**src/hw/rtl/tmcpg_ram.sv**
```systemverilog
`default_nettype none

module tmcpg_ram #(
  parameter int unsigned WIDTH = 8,
  parameter int unsigned DEPTH = 256
) (
  input  wire                             clk_i,
  input  wire                             we_i,
  input  wire  [$clog2(DEPTH)-1:0]        waddr_i,
  input  wire  [WIDTH-1:0]                wdata_i,
  input  wire                             re_i,
  input  wire  [$clog2(DEPTH)-1:0]        raddr_i,
  output logic [WIDTH-1:0]                rdata_o
);

  logic [WIDTH-1:0] mem [DEPTH];

  always_ff @(posedge clk_i) begin
    if (we_i) begin
      mem[waddr_i] <= wdata_i;
    end
    if (re_i) begin
      rdata_o <= mem[raddr_i];
    end
  end

endmodule

`default_nettype wire

```
**config.mk**
```make
export PLATFORM = sky130hd
export DESIGN_NAME = tmcpg_ram
export DESIGN_NICKNAME = d
export VERILOG_FILES = /design/src/hw/rtl/tmcpg_ram.sv
export SDC_FILE = /design/constraint.sdc
export NUM_CORES = 2
export LEC_CHECK = 0
export BUFFER_PORTS_ARGS = -buffer_cell sky130_fd_sc_hd__buf_2
export CORE_ASPECT_RATIO = 0.5
export CORE_UTILIZATION = 30
export CTS_CLUSTER_SIZE = 8
export DETAILED_ROUTE_END_ITERATION = 10
export GPL_ROUTABILITY_DRIVEN = 0
export GPL_TIMING_DRIVEN = 0
export MAX_ROUTING_LAYER = met4
export PLACE_DENSITY_LB_ADDON = 0.05
export SLEW_MARGIN = 20
export SYNTH_ARGS = -nofsm -noshare
export SYNTH_HDL_FRONTEND = slang
export SYNTH_SLANG_ARGS = --single-unit
```
**constraint.sdc**
```tcl
create_clock -name clk_i -period 3 [get_ports clk_i]
set_input_delay 0.3 -clock clk_i [delete_from_list [all_inputs] [get_ports clk_i]]
set_output_delay 0.3 -clock clk_i [all_outputs]
set_load 0.1 [all_outputs]
```
==> out/qor.yml <==
grt_use_total: 0.232
syn_nets: 3760
cts_buffer_depth: 4
leakage_nw: 29.0
power.total_mw: 66.0
p_int_mw: 50.9
cp-end-kind: "flip-flop"
grt_pass1_wl_mm: 399
crit_chain: "buf_6, buf_12, buf_6, buf_6, mux4_2, a221oi_1, o221ai_1, a211oi_4, nor4_4"
die_w_um: 731
grt_pass1_vias: 42200
worstSetupPathType: "in2reg"
nets: 4159
rsz0062_at_grt: "yes"
final_core_util: 0.359
muxShareOfSynthArea: 0.146
synthAdderAreaFrac: 0
remaining_drc_errors: 0
ys_async_sr_fraction: 0
synth_top_family_by_area: "multiplexers"
fmax_mhz: 319
drv_cap: 0
arrival_ns: 3.69
hold_class: "in2reg"
vdd_drop_max_v: 0.000375
postPlaceCellArea_mm2: 0.0857
ys_seq_area_frac: 0.775
wl_per_cell_um: 39.7
cts_sinks: 2056
finalSetupViolCount: 144
die_y_um: 366
synth_most_common_cell: "edfxtp_1"
die_area_mm2: 0.268
dp_hpwl_mm: 209
synthFlopType: "edfxtp_1"
firstDrtPassIters: 5
dp.cells: 7326
fin_skew_ns: 0.0355
synth-simple-area-share: 0.0263
pre_cts_slack_ns: -2.44
cp_slowest_cell: "mux4_2"
synth.distinct_cells: 54
p_switching_mw: 15.0
max_stage_delay_ns: 0.62
antenna_found_initial: 35
vias: 41700
synth_commonest_cells: "edfxtp_1 (2056), mux4_2 (454), nor2_1 (282)"
synth_xor_xnor_area_share: 0
slew_headroom: 0.209
rows: 133
timing.critical_path.mode_cell: "buf_6"
io_buffer_count: 27
hold_viol_final: 0
drt-initial-drc-count: 5666
yosys_warnings: 0
htree_levels: 5
period_needed_ns: 3.14
required_ns: 3.56
path_buf_inv: 4
antenna_left: 0
vias_per_cell: 5.44
syn_area_per_cell_um2: 21.3
cts_buffers: 298
synthTopCellsByArea: "edfxtp_1 (78%), mux4_2 (13%), mux2i_1 (1.7%)"
ios: 35
yosys.area.top_type: "edfxtp_1"
seq_power_share: 0.481
clkTransAtPathRegs_ns: 0.05
synth_compound_area_frac: 0.0342
syn-instance-count: 3733
ys_ff_latch: 2056
design_area_mm2: 0.0945
syn_to_final_growth_pct: 18.7
drv_slew: 0
pwr-share-clk: 0.457
status: "finished, violations left"
netlist_area_mm2: 0.0796
pwr-share-comb: 0.062
swShare: 0.228
setup_tns_ns: -5.65
power_density_mw_per_mm2: 698
fin_crit_sh: 1.05
yosys.area.top_type_share: 0.775
initial_core_util: 0.302
synth-edff-count: 2056
clk_latency_ns: 0.84
final_cells: 7665
cts_root_buffer: "clkbuf_16"
path_max_fanout: 10
worstMarginPinSlew_ns: 1.18
fillers: 24200
holdWs_ns: 0.337
path_delay_family: "compound AO/OA/AOI/OAI gates"
overflow: 0
fin_ws_ns: -0.138
wl_mm: 304
drive_gt1_frac: 0.290
coreArea_mm2: 0.263
grt_max_degree: 111
start_kind: "primary input"
violations: "negative setup slack"
cts_tree: "built"
## power by group through the flow
stage	clock network (mW)	logic, mW	registers (mW)
floorplan	0	1.54	32.4
global placement	0	3.76	32.4
detailed placement	0	3.97	32.3
CTS	30.7	4.10	31.8
global route	31.8	4.22	31.7
finish	30.1	4.10	31.8
## worst paths after layout
path	startpoint	end	slack, ns	cells past startpoint
setup reg to reg	mem[27][3]$_DFFE_PP_	rdata_o[3]$_DFFE_PP_	0.06	6
hold reg to reg	mem[32][5]$_DFFE_PP_	rdata_o[5]$_DFFE_PP_	1.34	6
setup / recovery	raddr_i[0]	rdata_o[3]$_DFFE_PP_	-0.14	9
hold / removal	re_i	rdata_o[1]$_DFFE_PP_	0.34	2
## cells in the final DEF (no fill, tap or decap), types with 14 or more instances in the layout
| master | instances |
|---|---|
| a21oi_1 | 86 |
| buf_16 | 36 |
| nor2_2 | 63 |
| buf_4 | 57 |
| nand3_1 | 32 |
| clkbuf_2 | 54 |
| nand2_1 | 33 |
| buf_12 | 16 |
| clkbuf_16 | 309 |
| o221ai_1 | 41 |
| nor3_1 | 14 |
| clkbuf_4 | 18 |
| mux2i_1 | 134 |
| buf_8 | 23 |
| mux4_2 | 454 |
| buf_6 | 27 |
| nor2b_1 | 28 |
| o22ai_1 | 27 |
| buf_2 | 44 |
| nor4_2 | 17 |
| a22oi_1 | 125 |
| nor2_1 | 218 |
| edfxtp_1 | 2056 |
| clkbuf_1 | 42 |
| a211oi_1 | 14 |
## metal layers
| metal | GRT usage | up-vias | wire length, µm |
|---|---|---|---|
| met2 | 0.332 | 1777 | 133000 |
| met1 | 0.339 | 23100 | 142000 |
| li1 | - | 16400 | - |
| met3 | 0.0533 | 374 | 24100 |
| met5 | - | - | 0 |
| met4 | 0.0454 | 0 | 5880 |
## worst register-to-register path: cells and delay by family, from the launching register on
family	cells	cell delay, ns
and+or+nand+nor	1	0.14
DFF	1	0.36
muxes	1	0.50
AOI/OAI and AO/OA	4	1.65
## logic make-up (layout without fill, tap and decap cells)
kind of cell | after synthesis | in the layout
mux | 591 | 591
buf+inv | 235 | 653
other cells | 0 | 4
simple gates | 466 | 466
compound gates | 385 | 385
flops | 2056 | 2056
## flip-flops by register name, indices dropped and copies added (netlist names)
signal   cells
mem       2048
rdata_o      8
## cell type report
cell class	count	area, µm²	share of cell area
plain buffers	230	1660	0.0176
well taps	3510	4390	0.0465
inverters	2	7.51	0.0000794
flip-flops and latches	2056	61700	0.653
diodes	4	10.0	0.000106
multi-input cells	1442	17200	0.182
clock inverters	10	114	0.00120
clock buffers	309	7730	0.0818
repair buffers	102	1630	0.0173
## repair_timing
action,CTS,global route
gates resized for setup,157,36
buffers inserted,10,0
setup endpoints to repair,307,120
hold endpoints to repair,477,0
pin swaps,3,2
gates cloned,0,0
hold buffers,9,0
Note: power is estimated with default switching activity, not from simulation.
