===== config.mk =====
export PLATFORM = sky130hd
export DESIGN_NAME = tmcpg_div
export DESIGN_NICKNAME = d
export VERILOG_FILES = /design/src/hw/rtl/tmcpg_pkg.sv /design/src/hw/rtl/tmcpg_div.sv
export SDC_FILE = /design/constraint.sdc
export NUM_CORES = 1
export LEC_CHECK = 0
export ABC_AREA = 0
export BUFFER_PORTS_ARGS = -buffer_cell sky130_fd_sc_hd__buf_4
export CORE_UTILIZATION = 49
export CTS_CLUSTER_SIZE = 25
export DETAILED_ROUTE_END_ITERATION = 8
export GPL_TIMING_DRIVEN = 0
export PLACE_DENSITY = 0.75
export SKIP_LAST_GASP = 1
export SYNTH_ARGS = -nofsm -noshare
export SYNTH_HDL_FRONTEND = slang
export SYNTH_SLANG_ARGS = --single-unit
export TNS_END_PERCENT = 10

===== constraint.sdc =====
create_clock -name clk_i -period 2.18 [get_ports clk_i]
set_input_delay 0 -clock clk_i [delete_from_list [all_inputs] [get_ports clk_i]]
set_output_delay 0 -clock clk_i [all_outputs]
set_load 0.02 [all_outputs]

===== src/hw/rtl/tmcpg_pkg.sv =====
`default_nettype none

package tmcpg_pkg;

  // field widths
  localparam int unsigned COLS_W   = 7;
  localparam int unsigned ROWS_W   = 6;
  localparam int unsigned DIM_W    = 10;
  localparam int unsigned CFG_W    = 10;
  localparam int unsigned ADDR_W   = 12;
  localparam int unsigned BYTE_W   = 8;
  localparam int unsigned COLOUR_W = 16;

  // reciprocal scaling: rcp = floor(2^RCP_SHIFT / cell_size)
  localparam int unsigned RCP_SHIFT = 10;
  localparam int unsigned DIV_W     = RCP_SHIFT + 1;
  localparam logic [DIV_W-1:0] RCP_ONE = DIV_W'(1) << RCP_SHIFT;

  // result queue depth, also the limit on items in flight
  localparam int unsigned FIFO_DEPTH = 16;

  // register reset values
  localparam logic [COLS_W-1:0] COLS_RST   = 7'd80;
  localparam logic [ROWS_W-1:0] ROWS_RST   = 6'd25;
  localparam logic [DIM_W-1:0]  WIDTH_RST  = 10'd240;
  localparam logic [DIM_W-1:0]  HEIGHT_RST = 10'd320;

  // printable character range
  localparam logic [BYTE_W-1:0] CHR_FIRST = 8'h20;
  localparam logic [BYTE_W-1:0] CHR_LAST  = 8'h7E;

  typedef enum logic [1:0] {
    REQ_VIDEO = 2'd0,
    REQ_FONT  = 2'd1,
    REQ_PIXEL = 2'd2
  } req_type_e;

  typedef enum logic [1:0] {
    CFG_COLUMNS = 2'd0,
    CFG_ROWS    = 2'd1,
    CFG_WIDTH   = 2'd2,
    CFG_HEIGHT  = 2'd3
  } cfg_index_e;

  typedef enum logic [3:0] {
    ST_CLEAR,
    ST_START_CW,
    ST_WAIT_CW,
    ST_START_CH,
    ST_WAIT_CH,
    ST_START_RW,
    ST_WAIT_RW,
    ST_START_RH,
    ST_WAIT_RH,
    ST_RUN
  } ctl_state_e;

  typedef struct packed {
    logic             start;
    logic [DIV_W-1:0] dividend;
    logic [DIM_W-1:0] divisor;
  } div_req_t;

  typedef struct packed {
    logic             done;
    logic [DIV_W-1:0] quotient;
  } div_stat_t;

  // rgb565 palette
  function automatic logic [COLOUR_W-1:0] palette565(input logic [3:0] idx);
    logic [COLOUR_W-1:0] c;
    unique case (idx)
      4'd0:  c = 16'h0000;
      4'd1:  c = 16'h0015;
      4'd2:  c = 16'h0540;
      4'd3:  c = 16'h0555;
      4'd4:  c = 16'hA800;
      4'd5:  c = 16'hA815;
      4'd6:  c = 16'hAAA0;
      4'd7:  c = 16'hAD55;
      4'd8:  c = 16'h5AAB;
      4'd9:  c = 16'h555F;
      4'd10: c = 16'h57E0;
      4'd11: c = 16'h57FF;
      4'd12: c = 16'hF800;
      4'd13: c = 16'hF81F;
      4'd14: c = 16'hFFE0;
      default: c = 16'hFFFF;
    endcase
    return c;
  endfunction

  // font content after reset: glyph one is the exclamation mark
  function automatic logic [BYTE_W-1:0] font_reset_byte(input logic [10:0] addr);
    logic [BYTE_W-1:0] b;
    unique case (addr[2:0])
      3'd0: b = 8'h18;
      3'd1: b = 8'h3C;
      3'd2: b = 8'h3C;
      3'd3: b = 8'h18;
      3'd4: b = 8'h18;
      3'd5: b = 8'h00;
      3'd6: b = 8'h18;
      default: b = 8'h00;
    endcase
    return (addr[10:3] == 8'd1) ? b : 8'h00;
  endfunction

endpackage

`default_nettype wire


===== src/hw/rtl/tmcpg_div.sv =====
`default_nettype none

// restoring divider, one quotient bit per cycle
module tmcpg_div
  import tmcpg_pkg::*;
(
  input  wire        clk_i,
  input  wire        rst_ni,
  input  div_req_t   req_i,
  output div_stat_t  stat_o
);

  localparam int unsigned CNT_W = $clog2(DIV_W + 1);

  logic             run_q, run_d;
  logic [CNT_W-1:0] cnt_q, cnt_d;
  logic [DIV_W-1:0] quo_q, quo_d;
  logic [DIM_W-1:0] rem_q, rem_d;
  logic [DIM_W-1:0] dvs_q, dvs_d;
  logic [DIM_W:0]   rem_sh;

  always_comb begin
    run_d  = run_q;
    cnt_d  = cnt_q;
    quo_d  = quo_q;
    rem_d  = rem_q;
    dvs_d  = dvs_q;
    rem_sh = {rem_q, quo_q[DIV_W-1]};
    if (req_i.start) begin
      run_d = 1'b1;
      cnt_d = CNT_W'(DIV_W);
      quo_d = req_i.dividend;
      rem_d = '0;
      dvs_d = req_i.divisor;
    end else if (run_q) begin
      if (cnt_q == '0) begin
        run_d = 1'b0;
      end else begin
        cnt_d = cnt_q - 1'b1;
        if (rem_sh >= {1'b0, dvs_q}) begin
          rem_d = DIM_W'(rem_sh - {1'b0, dvs_q});
          quo_d = {quo_q[DIV_W-2:0], 1'b1};
        end else begin
          rem_d = rem_sh[DIM_W-1:0];
          quo_d = {quo_q[DIV_W-2:0], 1'b0};
        end
      end
    end
  end

  always_ff @(posedge clk_i or negedge rst_ni) begin
    if (!rst_ni) begin
      run_q <= 1'b0;
      cnt_q <= '0;
    end else begin
      run_q <= run_d;
      cnt_q <= cnt_d;
    end
  end

  always_ff @(posedge clk_i) begin
    quo_q <= quo_d;
    rem_q <= rem_d;
    dvs_q <= dvs_d;
  end

  assign stat_o.done     = run_q && (cnt_q == '0);
  assign stat_o.quotient = quo_q;

endmodule

`default_nettype wire


==> results.toml, run 1 <==
[run_status]
status = "finished with violations"
violations = "negative setup slack"

[routing]
vias = 1778
viasPerCell = 5.77
wl_per_cell_um = 16.4
firstDrtPassIters = 4
wl_mm = 5.06
drc = 0
antenna_left = 0
drtIter0Drc = 165

[synthesis]
dominantRegCellSynth = "edfxtp_1"
synth.area.top_cells = "edfxtp_1, dfxtp_1, ha_1"
synth.cell_area_um2 = 1940
async_flop_share_pct = 13.9
synth_cell_types = 45
synth_most_common_cell = "nand2_1"
synth.net_count = 225
avgSynthCellArea_um2 = 10.3
ys_top_cells_by_count = "nand2_1, edfxtp_1, inv_1"
yosys.area.top_type = "edfxtp_1"
yosysSeqAreaShare_pct = 49.2
synth_edf_count = 21
ys.warnings.count = 0
synth.top_cell.area_share_pct = 32.5
synth_cells = 189
synth-seq-cells = 36

[power_and_ir_drop]
p_switching_mw = 1.13
internal_power_mw = 1.86
combPwrFrac_pct = 49.6
p_seq_share_pct = 33.7
powerDensity_nw_per_um2 = 1080
pwr-share-clk_pct = 16.7
irDropWorstVdd_mv = 0.709
switching_share_pct = 37.9
p_leak_nw = 1.16

[finish]
post_route_cells_drive_above_1_share_pct = 34.6
area_delta_synth_final_pct = 42.9
n_fill_cell = 260
num_antenna_cells = 0
final_cell_area_um2 = 2780
nNetsFinal = 295

[floorplan]
die_w_um = 65.0
initial_core_util_pct = 51.9
die_h_um = 65.0
io_pins = 36
dieArea_um2 = 4220
core_area_um2 = 3740
num_rows = 22

[sta]
worst_slack_ns = -0.0327
report.final.slew_viol_count = 0
worst_pin_slew_ns = 0.622
hold_violations = 0
fin_crit_ns = 2.21
maxSlewHeadroom_pct = 58.5
setup-violations-final = 2
finalCritPeriodShare_pct = 101
finClkSkew_ns = 0.00910
clock.fmax_mhz = 452
rsz0062_at_grt = "true"

[worst_setup_path]
cp.buffers_inverters = 1
critPathArrivalTime_ns = 2.46
worstPathRequired_ns = 2.43
path_cells = "inv_2 > ha_4 > nor2b_4 > o31a_1 > o311ai_2 > a21oi_1 > or4b_1 > nand2_1"
path_max_fanout = 5
critPathLaunchType = "register"
slowest_delay_ns = 0.52
cpMaxStageDelayCell = "or4b_1"
crit_family = "compound AO/OA/AOI/OAI gates"
crit_type = "register to register"
crit_path_end_kind = "register"

[clocking]
cts_root_buffer = "clkbuf_8"
htree_levels = 2
cts_sinks = 36
cts_inserted_buffers = 5
clk_latency_ns = 0.30
cts_tree = "yes"
cts.path.max_buffers = 2
clk_pin_slew_ns = 0.07

[placed_design]
gp_congestion = 0.857
portBuffers = 35
place_hpwl_mm = 3.03
dpl-instance-area_um2 = 2270
place_ws_ns = -0.176

[global_route]
grt_overflow_total = 0
grt_pass1_vias = 1682
grt_max_degree = 15
antenna_found_initial = 0
grt_pass1_wl_mm = 7.78
track_usage_pct = 25.7

[hold_path]
min_path_type = "input port to register"

[run]
maxCapViolations = 0
[stage by stage]
stage	power (mW)	util, %	std cells	hold slack, ns	setup TNS, ns
finish	2.99	74.1	308	0.0167	-0.0389
global route	3.16	74.1	308	0.0136	-0.466
CTS	2.80	72.1	303	0.00730	-0.0616
detailed placement	2.08	60.7	272	-0.194	-0.620
global placement	2.05	60.7	272	-0.197	-0.433
floorplan	1.78	-	189	-0.296	0
[worst register-to-register path, stage by stage, from the launching register on]
cell and delay (ns):
edfxtp_1 0.38, inv_2 0.10, ha_4 0.20, nor2b_4 0.12
o31a_1 0.32, o311ai_2 0.28, a21oi_1 0.15, or4b_1 0.52
nand2_1 0.09
[per-layer routing]
layer	vias up	wire (µm)	GRT usage, %
met5	-	0	0
met4	0	99	12.2
met3	11	389	7.22
met2	81	2510	42.4
met1	860	2060	30.5
li1	826	-	-
[placed cells by master (no fill, tap or decap), types with 2 or more instances in the layout]
master,netlist,routed
buf_4,0,46
nand2_1,26,24
edfxtp_1,21,21
dlygate4sd3_1,0,18
inv_1,17,15
nor2_1,14,13
mux2_2,11,11
dfxtp_1,10,9
ha_4,0,8
a21oi_1,8,7
clkbuf_8,0,6
dfrtp_1,5,5
clkbuf_1,4,4
nor3_1,5,4
o21ai_0,5,4
a311oi_1,4,4
o21a_1,3,3
o211ai_1,3,3
and3_1,3,3
xnor2_1,3,3
inv_2,0,2
nand4_1,2,2
nand2_2,0,2
xor2_1,2,2
nand3_1,3,2
nor4_1,2,2
a2bb2oi_1,2,2
ha_1,11,2
clkinv_2,0,2
[logic make-up (layout without fill, tap and decap cells)]
kind of cell	after synthesis	in the layout	share of synthesized area (%)
xor+xnor	5	5	2.26
flops	36	36	49.2
fa+ha+maj	12	12	8.12
compound gates	37	37	13.6
buf+inv	24	95	5.03
mux	11	11	6.38
simple gates	64	64	15.4
[power groups by stage]
stage          clock (mW)  sequential [mW]  combinational [mW]
6_report            0.499             1.01                1.48
5_1_grt             0.541             1.02                1.60
4_1_cts             0.509            0.994                1.30
3_5_place_dp            0            0.983                1.10
3_3_place_gp            0            0.980                1.07
2_1_floorplan           0             1.01               0.770
[worst paths after layout]
kind	from	to	slack, ns	cells past startpoint
max	dvs_q[1]$_DFFE_PP_	rem_q[7]$_SDFFE_PP0P_	-0.03	8
min	req_i[13]	quo_q[3]$_DFFE_PP_	0.02	2
max reg2reg	dvs_q[1]$_DFFE_PP_	rem_q[7]$_SDFFE_PP0P_	-0.03	8
min reg2reg	rem_q[2]$_SDFFE_PP0P_	rem_q[2]$_SDFFE_PP0P_	0.52	2
max in group asynchronous	rst_ni	cnt_q[2]$_DFFE_PN0P_	2.05	2
min in group asynchronous	rst_ni	cnt_q[0]$_DFFE_PN0P_	0.03	2
[flip-flops by register name, summed over array words and instances, names as in the netlist]
name / count
quo_q: 11
dvs_q: 10
cnt_q: 4
rem_q: 10
run_q: 1
[timing repair]
action | 4_1_cts | 5_1_grt
gates resized for setup | 20 | 10
endpoints found under the hold margin | 22 | 0
buffers inserted | 5 | 6
hold buffers | 18 | 0
endpoints found under the setup margin | 5 | 20
pin swaps | 6 | 11
[area by class of cell]
cell class | count | area, µm² | area share, %
multi-input cells | 129 | 1050 | 38.0
flip-flops and latches | 36 | 957 | 34.5
repair buffers | 64 | 526 | 18.9
clock buffers | 6 | 82.6 | 2.98
inverters | 18 | 67.6 | 2.43
well taps | 48 | 60.1 | 2.16
plain buffers | 5 | 18.8 | 0.676
clock inverters | 2 | 10.0 | 0.361
Note: power is estimated with default switching activity, not from simulation.
==> inputs of run 2 (changes only) <==
SETUP_SLACK_MARGIN = 0.3   (was default)
==> results.toml, run 2 (synthesized netlist as in run 1, its figures left out) <==
[worst_setup_path]
critPathLaunchType = "register"
path_max_fanout = 7
crit_path_end_kind = "register"
r2r-start = "dvs_q[5]$_DFFE_PP_"
crit_type = "register to register"
critPathLaunch = "dvs_q[5]$_DFFE_PP_"
reg2reg_to = "rem_q[3]$_SDFFE_PP0P_"
worstPathRequired_ns = 2.40
critPathArrivalTime_ns = 2.48
reg2reg_slack_ns = -0.08
reg2regPathDepth = 9

[sta]
clock.fmax_mhz = 443
setup-violations-final = 5
whs_ns = 0.0165
hold_violations = 0
rsz0062_at_grt = "true"
worst_slack_ns = -0.0768
finClkSkew_ns = 0.00685
worst_pin_slew_ns = 0.592
maxSlewHeadroom_pct = 60.6
finalCritPeriodShare_pct = 104
report.final.slew_viol_count = 0
tns_ns = -0.225
fin_crit_ns = 2.26

[clocking]
cts_sinks = 36
cts_root_buffer = "clkbuf_8"
cts_inserted_buffers = 5
cts_tree = "yes"
clk_latency_ns = 0.29
clk_pin_slew_ns = 0.08
htree_levels = 2
cts.path.max_buffers = 2

[finish]
area_delta_synth_final_pct = 45.3
num_antenna_cells = 0
post-route-util_pct = 75.4
final_cell_mix = "buf_4, nand2_1, edfxtp_1, inv_1"
top_regs = "quo_q: 11 flops, dvs_q: 10 flops, rem_q: 10 flops"
layout_commonest_cell = "buf_4"
nNetsFinal = 296
regMostFlops = "quo_q"
largest_reg_flops = 11
n_fill_cell = 252
final_cell_area_um2 = 2820
post_route_cells_drive_above_1_share_pct = 37.5

[routing]
viasPerCell = 5.58
vias = 1724
antenna_left = 0
wl_per_cell_um = 17.0
firstDrtPassIters = 4
drc = 0
wl_mm = 5.25
drtIter0Drc = 100

[floorplan]
die_h_um = 65.0
io_pins = 36
initial_core_util_pct = 51.9
dieArea_um2 = 4220
die_w_um = 65.0
core_area_um2 = 3740
num_rows = 22

[run_status]
violations = "negative setup slack"
status = "finished with violations"

[hold_path]
whs_path_depth = 2
min-delay-start = "req_i[16]"
whs_endpoint = "quo_q[6]$_DFFE_PP_"
min_path_type = "input port to register"

[global_route]
antenna_found_initial = 0
track_usage_pct = 26.3
grt_overflow_total = 0
grt_pass1_vias = 1707
grt_pass1_wl_mm = 8.16
grt_max_degree = 15

[power_and_ir_drop]
p_leak_nw = 1.17
irDropWorstVdd_mv = 0.672
powerDensity_nw_per_um2 = 1140
p_total_mw = 3.21

[placed_design]
place_hpwl_mm = 3.13
portBuffers = 35
gp_congestion = 0.896
dpl-instance-area_um2 = 2290

[run]
maxCapViolations = 0
[run 2: changes by cell type in the layout (fill, tap and decap cells not counted), sizes merged]
cell,previous run,this run
buf,47,53
bufinv,0,1
clkinv,3,2
dlygate4sd3,18,13
[run 2: layer usage]
metal / GRT usage [%] / wire length [µm]
met5: 0 / 0
met4: 10.0 / 85
met1: 31.8 / 2190
met3: 5.81 / 335
met2: 45.3 / 2640
[run 2: worst max path at each step]
stage                            end  slack [ns]
3_3_place_gp      quo_q[0]$_DFFE_PP_       -0.11
3_5_place_dp      quo_q[0]$_DFFE_PP_       -0.18
6_report       rem_q[3]$_SDFFE_PP0P_       -0.08
5_1_grt        rem_q[3]$_SDFFE_PP0P_       -0.15
4_1_cts        rem_q[3]$_SDFFE_PP0P_      -0.003
2_1_floorplan  rem_q[7]$_SDFFE_PP0P_        0.07
[run 2: power by group]
group / switching (mW) / internal, mW
clock network: 0.246 / 0.339
logic: 0.803 / 0.811
registers: 0.137 / 0.875
total: 1.19 / 2.03
[run 2: worst max-delay path, stage by stage (launching register included)]
cell	delay, ns
edfxtp_1	0.36
inv_1	0.07
ha_4	0.31
nor3_1	0.08
a211oi_2	0.27
o2111ai_2	0.20
and2_4	0.21
buf_6	0.13
or4_1	0.41
a21oi_1	0.15
[run 2: timing repair]
action                                  in CTS  in global routing
endpoints found under the hold margin       15                  2
gates resized for setup                     20                 14
pin swaps                                   12                  6
hold buffers                                11                  2
endpoints found under the setup margin      23                 24
setup buffers                               12                  4
[run 2: cell type report]
class / instances / area [µm²] / share of cell area [%]
Sequential cell: 36 / 957 / 33.9
Buffer: 6 / 31.3 / 1.11
Inverter: 18 / 67.6 / 2.39
Clock buffer: 6 / 72.6 / 2.57
Tap cell: 48 / 60.1 / 2.13
Multi-Input combinational cell: 129 / 1080 / 38.3
Clock inverter: 2 / 35.0 / 1.24
Timing Repair Buffer: 64 / 517 / 18.3
[run 2: through the flow]
| step | cells | worst slack [ns] |
|---|---|---|
| final | 309 | -0.0768 |
| after global routing | 309 | -0.147 |
| after CTS | 303 | -0.00330 |
| after detailed placement | 272 | -0.178 |
| after global placement | 272 | -0.113 |
| after floorplan | 189 | 0.0710 |
==> inputs of run 3 (changes only) <==
CORE_UTILIZATION = 52   (was 49)
CTS_BUF_LIST = sky130_fd_sc_hd__clkbuf_8   (was default)
PLACE_DENSITY = 0.78   (was 0.75)
==> results.toml, run 3 (synthesized netlist as in run 1, its figures left out) <==
[sta]
finClkSkew_ns = 0.00280
finalCritPeriodShare_pct = 107
setup-violations-final = 6
worst_slack_ns = -0.144
maxSlewHeadroom_pct = 56.6
rsz0062_at_grt = "true"
report.final.slew_viol_count = 0
hold_violations = 0
clock.fmax_mhz = 430
worst_pin_slew_ns = 0.652
fin_crit_ns = 2.32

[finish]
final_cell_mix = "buf_4, nand2_1, edfxtp_1, inv_1, nor2_1"
num_antenna_cells = 0
multi_input_area_um2 = 1070
top_regs = "quo_q: 11 flops, dvs_q: 10 flops, rem_q: 10 flops"
seqCellArea_um2 = 957
n_fill_cell = 220
nNetsFinal = 290
area_delta_synth_final_pct = 41.8
largest_reg_flops = 11
regMostFlops = "quo_q"
fin_cells = 301
final_cell_area_um2 = 2750
layout_commonest_cell = "buf_4"
post_route_cells_drive_above_1_share_pct = 36.9

[clocking]
cts_tree = "yes"
cts_inserted_buffers = 5
clk_pin_slew_ns = 0.07
htree_levels = 2
clk_latency_ns = 0.29
cts.path.max_buffers = 2
cts_root_buffer = "clkbuf_8"
cts_sinks = 36

[floorplan]
core_area_um2 = 3470
io_pins = 36
num_rows = 21
die_h_um = 63.1
die_w_um = 63.1
dieArea_um2 = 3980
initial_core_util_pct = 56.0

[power_and_ir_drop]
p_total_mw = 3.13
powerDensity_nw_per_um2 = 1140
p_leak_nw = 1.14
irDropWorstVdd_mv = 0.677

[worst_setup_path]
reg2reg_to = "rem_q[6]$_SDFFE_PP0P_"
worstPathRequired_ns = 2.38
critPathLaunchType = "register"
path_max_fanout = 3
crit_path_end_kind = "register"
crit_end = "rem_q[6]$_SDFFE_PP0P_"
reg2reg_slack_ns = -0.14
critPathArrivalTime_ns = 2.52
critPathLaunch = "quo_q[10]$_DFFE_PP_"
crit_type = "register to register"
r2r-start = "quo_q[10]$_DFFE_PP_"
reg2regPathDepth = 10

[global_route]
grt_overflow_total = 0
antenna_found_initial = 0
track_usage_pct = 25.9
grt_pass1_wl_mm = 7.85
grt_max_degree = 15
grt_pass1_vias = 1688

[placed_design]
dpl-instance-area_um2 = 2290
place_hpwl_mm = 3.24
portBuffers = 35
gp_congestion = 0.949
dp.cells = 270

[routing]
firstDrtPassIters = 4
wl_per_cell_um = 17.4
wl_mm = 5.24
vias = 1739
viasPerCell = 5.78
drtIter0Drc = 119
antenna_left = 0
drc = 0

[hold_path]
min_path_type = "input port to register"
whs_path_depth = 2

[run_status]
violations = "negative setup slack"
status = "finished with violations"

[run]
maxCapViolations = 0
run 3: worst min path at each step:
| stage | startpoint | end | slack [ns] |
|---|---|---|---|
| detailed placement | rst_ni | run_q$_DFF_PN0_ | -0.19 |
| finish | req_i[12] | quo_q[2]$_DFFE_PP_ | 0.01 |
| global route | req_i[12] | quo_q[2]$_DFFE_PP_ | 0.01 |
| global placement | rst_ni | run_q$_DFF_PN0_ | -0.20 |
| CTS | req_i[12] | quo_q[2]$_DFFE_PP_ | 0.008 |
| floorplan | rst_ni | cnt_q[0]$_DFFE_PN0P_ | -0.30 |
run 3: metal layers:
metal | global-route usage (%) | up-vias | routed length [µm]
met5 | 0 | - | 0
met4 | 10.2 | 0 | 117
met3 | 5.80 | 17 | 349
met2 | 42.9 | 78 | 2680
met1 | 32.5 | 833 | 2090
li1 | - | 811 | -
run 3: power breakdown:
part	internal, mW	switching (mW)
Sequential	0.875	0.129
Combinational	0.761	0.801
Clock	0.334	0.234
run 3: metrics by stage:
| stage | utilization [%] | setup WS, ns | TNS (ns) | hold WS, ns |
|---|---|---|---|---|
| floorplan | - | 0.0710 | 0 | -0.296 |
| global placement | 66.1 | -0.0963 | -0.213 | -0.200 |
| detailed placement | 66.1 | -0.157 | -0.501 | -0.193 |
| CTS | 76.6 | -0.0303 | -0.0599 | 0.00815 |
| global route | 79.4 | -0.193 | -1.22 | 0.0102 |
| finish | 79.4 | -0.144 | -0.393 | 0.00964 |
run 3: cell type report:
cell class                      count  area share (%)
Sequential cell                    36            34.8
Multi-Input combinational cell    129            38.9
Clock buffer                        5            2.50
Tap cell                           46            2.09
Buffer                              6            1.09
Timing Repair Buffer               58            16.8
Clock inverter                      3            1.41
Inverter                           18            2.45
run 3: repair_timing:
action                                  in CTS  in global routing
hold buffers                                11                  0
endpoints found under the setup margin      23                 24
cloned                                       0                  1
resized for setup                           16                 12
pin swaps                                    8                 11
buffers inserted                             7                  4
endpoints found under the hold margin       15                  0
run 3: worst max-delay path, cell delays in order, from the launching register on:
cell      delay [ns]
edfxtp_1        0.42
inv_1           0.08
ha_2            0.20
inv_1           0.07
fa_2            0.36
nand3_2         0.10
a21boi_0        0.14
o21a_1          0.22
o21ai_0         0.18
o311ai_0        0.18
a311oi_1        0.27
